--- src/rtl/rgbhsv_pkg.sv ---
// Shared widths, hue constants, pipeline payload types and the divider step
// for the RGB to HSV converter. No dependencies.

package rgbhsv_pkg;

  localparam int ChanW       = 5;   // one color channel
  localparam int HueW        = 9;   // hue in degrees, 0..359
  localparam int ByteW       = 8;   // saturation and brightness
  localparam int NumW        = 11;  // 60 * channel difference, up to 1860
  localparam int QuotW       = 6;   // quotient of the hue fraction, up to 60
  localparam int BitsPerStep = 2;   // quotient bits resolved per divider stage
  localparam int DivSteps    = QuotW / BitsPerStep;
  localparam int InDataW     = 16;
  localparam int OutDataW    = 32;
  localparam int ScaleShift  = 3;   // channel to 8-bit scale

  localparam logic [HueW-1:0] HueBaseRed   = HueW'(0);
  localparam logic [HueW-1:0] HueBaseGreen = HueW'(120);
  localparam logic [HueW-1:0] HueBaseBlue  = HueW'(240);
  localparam logic [HueW-1:0] HueFull      = HueW'(360);

  // Fields that ride along with the division and are needed at the end.
  typedef struct packed {
    logic [HueW-1:0]  base;  // sector base, already 360 for negative red hue
    logic             neg;   // channel difference was negative
    logic [ByteW-1:0] sat;
    logic [ByteW-1:0] bri;
  } side_t;

  // Partial remainder and quotient of the restoring division.
  typedef struct packed {
    logic [NumW-1:0]  rem;
    logic [QuotW-1:0] quo;
  } divstate_t;

  // Resolves BitsPerStep quotient bits, starting from the top for step 0.
  function automatic divstate_t div_step(divstate_t cur, logic [ChanW-1:0] den,
                                         int unsigned step);
    divstate_t       nxt;
    logic [NumW-1:0] trial;
    int              sh;
    nxt = cur;
    for (int k = 0; k < BitsPerStep; k++) begin
      sh    = QuotW - 1 - int'(step) * BitsPerStep - k;
      trial = NumW'(den) << sh;
      if (nxt.rem >= trial) begin
        nxt.rem = nxt.rem - trial;
        nxt.quo = nxt.quo | (QuotW'(1) << sh);
      end
    end
    return nxt;
  endfunction

endpackage

--- src/rtl/rgbhsv_div.sv ---
// Pipelined restoring divider for the hue fraction, one stage per two
// quotient bits, with per-stage valid and back-pressure. Uses rgbhsv_pkg.

module rgbhsv_div (
  input  logic                           clk,
  input  logic                           rst,
  input  logic                           in_valid,
  output logic                           in_ready,
  input  logic [rgbhsv_pkg::NumW-1:0]    in_num,
  input  logic [rgbhsv_pkg::ChanW-1:0]   in_den,
  input  rgbhsv_pkg::side_t              in_side,
  output logic                           out_valid,
  input  logic                           out_ready,
  output logic [rgbhsv_pkg::QuotW-1:0]   out_quo,
  output logic                           out_rem_nz,
  output rgbhsv_pkg::side_t              out_side
);

  localparam int Last = rgbhsv_pkg::DivSteps - 1;

  logic                            vld  [rgbhsv_pkg::DivSteps];
  logic                            adv  [rgbhsv_pkg::DivSteps];
  rgbhsv_pkg::divstate_t           st   [rgbhsv_pkg::DivSteps];
  logic [rgbhsv_pkg::ChanW-1:0]    den  [rgbhsv_pkg::DivSteps];
  rgbhsv_pkg::side_t               side [rgbhsv_pkg::DivSteps];

  for (genvar k = 0; k < rgbhsv_pkg::DivSteps; k++) begin : g_stage
    logic                          prev_vld;
    rgbhsv_pkg::divstate_t         prev_st;
    logic [rgbhsv_pkg::ChanW-1:0]  prev_den;
    rgbhsv_pkg::side_t             prev_side;

    if (k == 0) begin : g_first
      assign prev_vld  = in_valid;
      assign prev_st   = '{rem: in_num, quo: '0};
      assign prev_den  = in_den;
      assign prev_side = in_side;
    end else begin : g_rest
      assign prev_vld  = vld[k-1];
      assign prev_st   = st[k-1];
      assign prev_den  = den[k-1];
      assign prev_side = side[k-1];
    end

    if (k == Last) begin : g_tail
      assign adv[k] = !vld[k] || out_ready;
    end else begin : g_mid
      assign adv[k] = !vld[k] || adv[k+1];
    end

    always_ff @(posedge clk) begin
      if (rst) begin
        vld[k] <= 1'b0;
      end else if (adv[k]) begin
        vld[k] <= prev_vld;
      end
    end

    always_ff @(posedge clk) begin
      if (adv[k]) begin
        st[k]   <= rgbhsv_pkg::div_step(prev_st, prev_den, k);
        den[k]  <= prev_den;
        side[k] <= prev_side;
      end
    end
  end

  assign in_ready   = adv[0];
  assign out_valid  = vld[Last];
  assign out_quo    = st[Last].quo;
  assign out_rem_nz = (st[Last].rem != '0);
  assign out_side   = side[Last];

endmodule

--- src/rtl/rgb_to_hsv_converter.sv ---
// Top level of the RGB to HSV converter: channel compare, scaling, the
// pipelined hue divider and the output register. Uses rgbhsv_pkg, rgbhsv_div.

// The converter takes one 5-bit-per-channel pixel per beat and returns hue in
// whole degrees (0..359), saturation ((max - min) * 8) and brightness
// (max * 8). Hue is 0 for grey and black pixels; otherwise the largest
// channel picks the sector, red winning ties over green and green over blue,
// and the fractional part 60 * difference / spread is rounded down, with 360
// added when the red-sector hue would be negative. The block is a six-stage
// pipeline: channel compare, the multiply by 60, three divider stages that
// each resolve two quotient bits, and the output register. The edge that
// accepts a beat loads the first stage, and the beat passes through the
// stages in that order; a new pixel can be accepted every cycle while the
// pipeline is not stalled. Every stage has its own valid bit and advances
// whenever its successor has room, so stalls on the output side lose no
// beat and bubbles inside the pipeline are squeezed out.

module rgb_to_hsv_converter (
  input  logic                                clk,
  input  logic                                rst,
  input  logic                                s_axis_tvalid,
  output logic                                s_axis_tready,
  // red [4:0], green [9:5], blue [14:10], zero [15]
  input  logic [rgbhsv_pkg::InDataW-1:0]      s_axis_tdata,
  output logic                                m_axis_tvalid,
  input  logic                                m_axis_tready,
  // hue [8:0], saturation [16:9], brightness [24:17], zero [31:25]
  output logic [rgbhsv_pkg::OutDataW-1:0]     m_axis_tdata
);

  localparam int CW = rgbhsv_pkg::ChanW;
  localparam int HW = rgbhsv_pkg::HueW;
  localparam int BW = rgbhsv_pkg::ByteW;
  localparam int NW = rgbhsv_pkg::NumW;

  // ---------------------------------------------------------------------
  // Stage 1: find max and min, the sector and the signed channel
  // difference of that sector.
  // ---------------------------------------------------------------------
  logic [CW-1:0]     red, green, blue;
  logic [CW-1:0]     mx, mn, spread, first, second, adiff;
  logic              neg;
  logic [HW-1:0]     base;
  logic              red_max, green_max;
  rgbhsv_pkg::side_t s1_side_next;

  assign red   = s_axis_tdata[CW-1:0];
  assign green = s_axis_tdata[2*CW-1:CW];
  assign blue  = s_axis_tdata[3*CW-1:2*CW];

  always_comb begin
    red_max   = (red >= green) && (red >= blue);
    green_max = !red_max && (green >= blue);
    if (red_max) begin
      mx     = red;
      first  = green;
      second = blue;
    end else if (green_max) begin
      mx     = green;
      first  = blue;
      second = red;
    end else begin
      mx     = blue;
      first  = red;
      second = green;
    end
    mn = red;
    if (green < mn) begin
      mn = green;
    end
    if (blue < mn) begin
      mn = blue;
    end
    spread = mx - mn;
    neg    = (first < second);
    adiff  = neg ? (second - first) : (first - second);
    // A negative red-sector hue wraps around from 360.
    if (red_max) begin
      base = neg ? rgbhsv_pkg::HueFull : rgbhsv_pkg::HueBaseRed;
    end else if (green_max) begin
      base = rgbhsv_pkg::HueBaseGreen;
    end else begin
      base = rgbhsv_pkg::HueBaseBlue;
    end
    s1_side_next.base = base;
    s1_side_next.neg  = neg;
    s1_side_next.sat  = BW'(spread) << rgbhsv_pkg::ScaleShift;
    s1_side_next.bri  = BW'(mx) << rgbhsv_pkg::ScaleShift;
  end

  logic              s1_vld, s1_adv;
  logic [CW-1:0]     s1_adiff, s1_den;
  rgbhsv_pkg::side_t s1_side;

  // ---------------------------------------------------------------------
  // Stage 2: numerator 60 * |difference| as two shifts and a subtract.
  // ---------------------------------------------------------------------
  logic              s2_vld, s2_adv;
  logic [NW-1:0]     s2_num;
  logic [CW-1:0]     s2_den;
  rgbhsv_pkg::side_t s2_side;
  logic [NW-1:0]     num_next;

  assign num_next = (NW'(s1_adiff) << 6) - (NW'(s1_adiff) << 2);

  // Divider and output stage.
  logic                         div_in_ready, div_out_valid, div_rem_nz;
  logic [rgbhsv_pkg::QuotW-1:0] div_quo;
  rgbhsv_pkg::side_t            div_side;
  logic                         out_adv;
  logic [HW-1:0]                hue_next;

  assign out_adv = !m_axis_tvalid || m_axis_tready;
  assign s2_adv  = !s2_vld || div_in_ready;
  assign s1_adv  = !s1_vld || s2_adv;
  assign s_axis_tready = s1_adv;

  always_ff @(posedge clk) begin
    if (rst) begin
      s1_vld <= 1'b0;
      s2_vld <= 1'b0;
    end else begin
      if (s1_adv) begin
        s1_vld <= s_axis_tvalid;
      end
      if (s2_adv) begin
        s2_vld <= s1_vld;
      end
    end
  end

  always_ff @(posedge clk) begin
    if (s1_adv) begin
      // A grey pixel has zero difference; a divisor of one keeps the hue at 0.
      s1_adiff <= adiff;
      s1_den   <= (spread == '0) ? CW'(1) : spread;
      s1_side  <= s1_side_next;
    end
    if (s2_adv) begin
      s2_num  <= num_next;
      s2_den  <= s1_den;
      s2_side <= s1_side;
    end
  end

  // ---------------------------------------------------------------------
  // Stages 3 to 5: quotient and remainder of the hue fraction.
  // ---------------------------------------------------------------------
  rgbhsv_div u_div (
    .clk        (clk),
    .rst        (rst),
    .in_valid   (s2_vld),
    .in_ready   (div_in_ready),
    .in_num     (s2_num),
    .in_den     (s2_den),
    .in_side    (s2_side),
    .out_valid  (div_out_valid),
    .out_ready  (out_adv),
    .out_quo    (div_quo),
    .out_rem_nz (div_rem_nz),
    .out_side   (div_side)
  );

  // ---------------------------------------------------------------------
  // Stage 6: apply the sign with floor rounding and register the beat.
  // For a negative difference, floor(-q - frac) is -q - 1 unless exact.
  // ---------------------------------------------------------------------
  assign hue_next = div_side.neg
                    ? (div_side.base - HW'(div_quo) - HW'(div_rem_nz))
                    : (div_side.base + HW'(div_quo));

  always_ff @(posedge clk) begin
    if (rst) begin
      m_axis_tvalid <= 1'b0;
    end else if (out_adv) begin
      m_axis_tvalid <= div_out_valid;
    end
  end

  always_ff @(posedge clk) begin
    if (out_adv) begin
      m_axis_tdata <= {(rgbhsv_pkg::OutDataW - HW - 2 * BW)'(0),
                       div_side.bri, div_side.sat, hue_next};
    end
  end

endmodule

--- config.mk ---
export PLATFORM = sky130hd
export DESIGN_NAME = rgb_to_hsv_converter
export DESIGN_NICKNAME = d
export VERILOG_FILES = /design/src/rtl/rgbhsv_pkg.sv /design/src/rtl/rgbhsv_div.sv /design/src/rtl/rgb_to_hsv_converter.sv
export SDC_FILE = /design/constraint.sdc
export NUM_CORES = 1
export LEC_CHECK = 0
export BUFFER_PORTS_ARGS = -buffer_cell sky130_fd_sc_hd__buf_4
export CAP_MARGIN = 20
export CORE_UTILIZATION = 55
export DETAILED_ROUTE_END_ITERATION = 16
export PLACE_DENSITY_LB_ADDON = 0.12
export SLEW_MARGIN = 15
export SYNTH_ARGS = -nofsm -noshare
export SYNTH_HDL_FRONTEND = slang
export SYNTH_HIERARCHICAL = 1
export SYNTH_SLANG_ARGS = --single-unit
--- constraint.sdc ---
create_clock -name clk -period 13.33 [get_ports clk]
set_input_delay 0.6665 -clock clk [delete_from_list [all_inputs] [get_ports clk]]
set_output_delay 0.6665 -clock clk [all_outputs]
set_load 0.05 [all_outputs]
==> out/metrics.cfg <==
[outcome]
outcome = finished, final reports clean

[routing]
wl_per_cell_um = 14.4
dr.pass1.iters = 5
wl_met3_um = 543
drt_iter0_markers = 379
routed_wl_um = 18400
drc_errors = 0
dr.max_layer_used = met4
viasPerCell = 5.36
route.met2.wl_um = 8860
met1_length_um = 8710
num_vias = 6858
ant_nets = 0

[cells_and_area]
design_area_um2 = 13100
insertedDiodeCount = 0
fin_cells = 1280
fin_nets = 1110
layout-drive-gt1-share_pct = 13.2
fill_cells = 1583
area_growth_pct = 12.5

[timing]
holdWs_ns = 0.370
setup_violations = 0
clock.fmax_ghz = 0.197
clock-skew-final_ns = 0.00774
rsz0062_at_grt = no
fin_crit_ns = 5.08
setup_tns_ns = 0
hold_violations = 0
slew_headroom_pct = 59.5
finalCritPeriodShare_pct = 38.1
tightestPinTransition_ns = 0.605
maxSlewViolCount = 0

[placement]
io_buffers = 45
gp_congestion = 0.859
place_inst = 1240
dpl-instance-area_um2 = 12300
dp.final_hpwl_um = 13700

[cts]
cts_root_buf = clkbuf_16
cts_resized = 0
clock_sinks = 220
htreeDepth = 1
cts_post_setup_buffers_inserted = 0
postCtsHoldBufs = 0
clockBufferDepth = 3
cts_made_buffers = 23
tritoncts = built
cts.clk_slew.worst_paths_ns = 0.06
clkLatencyLatePin_ns = 0.51

[grt]
grt_pass1_wl_um = 31300
grt_pass1_vias = 6723
grt_max_degree = 48
grt_use_total_pct = 17.7
grt_antenna_before_repair = 0
gr-total-overflow = 0

[floorplanning]
die_area_um2 = 21700
die_h_um = 147
die_w_um = 147
std_cell_rows = 52
coreArea_um2 = 20500
initial_core_util_pct = 56.8
io_pins = 54

[synthesis]
synth_area_leaders = edfxtp_1 (56%), ha_1 (8.7%), inv_1 (2.8%)
synth_top_family_by_area = compound AO/OA/AOI/OAI gates
ys_async_sr_fraction_pct = 0
yosysWarnings = 6
muxShareOfSynthArea_pct = 3.13
ys_ff_latch = 220
netlist-cell-type-count = 81
synth_top_cell_by_area = edfxtp_1
syn-instance-count = 926
synth_xor_area_share_pct = 3.68
yosys.area.top_type_share_pct = 56.0
synthSimpleGateAreaFrac_pct = 9.47
synth-compound-area-share_pct = 12.3
ys.flop_type = edfxtp_1
ys_seq_area_share_pct = 56.5
syn-cell-area_um2 = 11600
synth.avg_cell_area_um2 = 12.6
synth-edff-count = 217
synthAdderAreaFrac_pct = 10.8

[power]
leakagePower_nw = 5.41
power-per-cell-area_nw_per_um2 = 287
total_power_mw = 3.76
peakVddDrop_uv = 149

[worst_hold_path]
min-delay-start = rst
hold_end = s2_vld
hold_class = input pin to flop
worstHoldPathCells = 2

[worst_setup_path]
cp_data_required_time_ns = 13.56
critical-path-slowest-cell = fa_1
worstPathCellList = buf_4, inv_1, ha_1, nand4_2, o221ai_2, mux2i_1, ha_1, and4_1, o41ai_1, o21ai_1, mux2_2, ha_1, fa_1, nor4bb_1, and4_1, o311ai_1, a31oi_1, o211ai_1, o311a_1, nand3_1
crit_arrival_ns = 5.31
rr_startpoint = u_div/st[0][9]
r2r_end = u_div/st[0][27]
worst-setup-path-type = input pin to flop
cp_max_fo = 7
reg2regPathDepth = 17
reg2reg_slack_ns = 8.72
startpoint_type = input pin
cpPeakStageDelay_ns = 0.49
crit_top_cell = ha_1
cp-end-kind = flop

[run]
maxCapViolCount = 0

==> where the power goes <==
group | total (mW) | switching, mW | internal (mW)
registers | 1.24 | 0.114 | 1.13
clock network | 0.634 | 0.239 | 0.395
logic | 1.89 | 1.04 | 0.842
total | 3.76 | 1.40 | 2.36
==> state kept, by name, indices dropped and copies added (netlist names) <==
signal and cells:
s1_den 5, s1_vld 1, s1_side 16, s2_vld 1
s1_adiff 5, u_div/st 45, m_axis_tdata 25, u_div/den 10
s2_den 5, s2_side 16, u_div/side 78, m_axis_tvalid 1
u_div/vld 3, s2_num 9
==> critical path: cells and delay by family <==
family	cells	cell delay, ns
adder cells (fa/ha/maj)	4	1.43
buffers and inverters	2	0.23
AND/OR/NAND/NOR	5	0.86
AO/OA/AOI/OAI	7	1.55
multiplexers	2	0.56
==> cell families after synthesis <==
logic type | after synthesis
simple gates | 203
compound gates | 213
buf+inv | 114
xor+xnor | 48
fa+ha+maj | 93
mux | 34
other cells | 1
flops | 220
==> Yosys cell counts, types with 5 or more instances <==
master and count:
or3_1 5, ha_1 81, nor3b_1 5, xnor2_1 35
a21o_1 29, a21oi_2 5, mux2_2 12, a31oi_1 7
o21a_1 11, nand2_1 43, inv_1 87, clkbuf_1 11
mux2_1 7, o21ai_0 47, nor2_1 59, nand3_1 7
nor2b_1 13, mux2i_1 15, nand2b_1 16, edfxtp_1 217
fa_1 12, o21bai_1 6, buf_4 13, a21oi_1 57
xor2_1 12, a211oi_1 7, nor3_1 10, o211ai_1 5
nand4_1 5
==> cells in the final DEF (no fill, tap or decap), types with 23 or more instances in the layout <==
| cell | instances |
|---|---|
| nor2_1 | 59 |
| a21oi_1 | 57 |
| clkbuf_16 | 23 |
| xnor2_1 | 35 |
| nand2_1 | 42 |
| inv_1 | 87 |
| ha_1 | 81 |
| buf_4 | 51 |
| edfxtp_1 | 217 |
| a21o_1 | 29 |
| o21ai_0 | 46 |
==> area by class of cell <==
class                   instances  area (um^2)  area share (%)
inverters                      88          330            2.52
multi-input cells             611         4660            35.6
repair buffers                 53          430            3.29
well taps                     270          338            2.58
clock buffers                  29          598            4.57
clock inverters                 9          158            1.20
flip-flops and latches        220         6580            50.3
==> worst max path at each step <==
stage | start | endpoint | slack (ns) | cells after the start
after CTS | s_axis_tdata[4] | s1_den[0] | 8.27 | 20
after floorplan | m_axis_tvalid | s_axis_tready | 8.46 | 5
final | s_axis_tdata[4] | s1_den[0] | 8.25 | 20
after global routing | s_axis_tdata[4] | s1_den[0] | 8.01 | 20
after global placement | s_axis_tdata[4] | s1_den[0] | 7.79 | 20
after detailed placement | s_axis_tdata[4] | s1_den[0] | 7.72 | 20
==> routing by layer <==
metal | track usage [%] | vias up
li1 | - | 3517
met1 | 23.6 | 3216
met2 | 30.5 | 101
met3 | 2.44 | 24
met4 | 4.48 | 0
met5 | 0 | -
==> stage by stage <==
stage / setup slack [ns] / util (%)
finish: 8.25 / 63.9
global route: 8.01 / 63.9
CTS: 8.27 / 63.6
detailed placement: 7.72 / 59.9
global placement: 7.79 / 59.9
floorplan: 8.46 / -
Power figures use the tool's default switching activity.
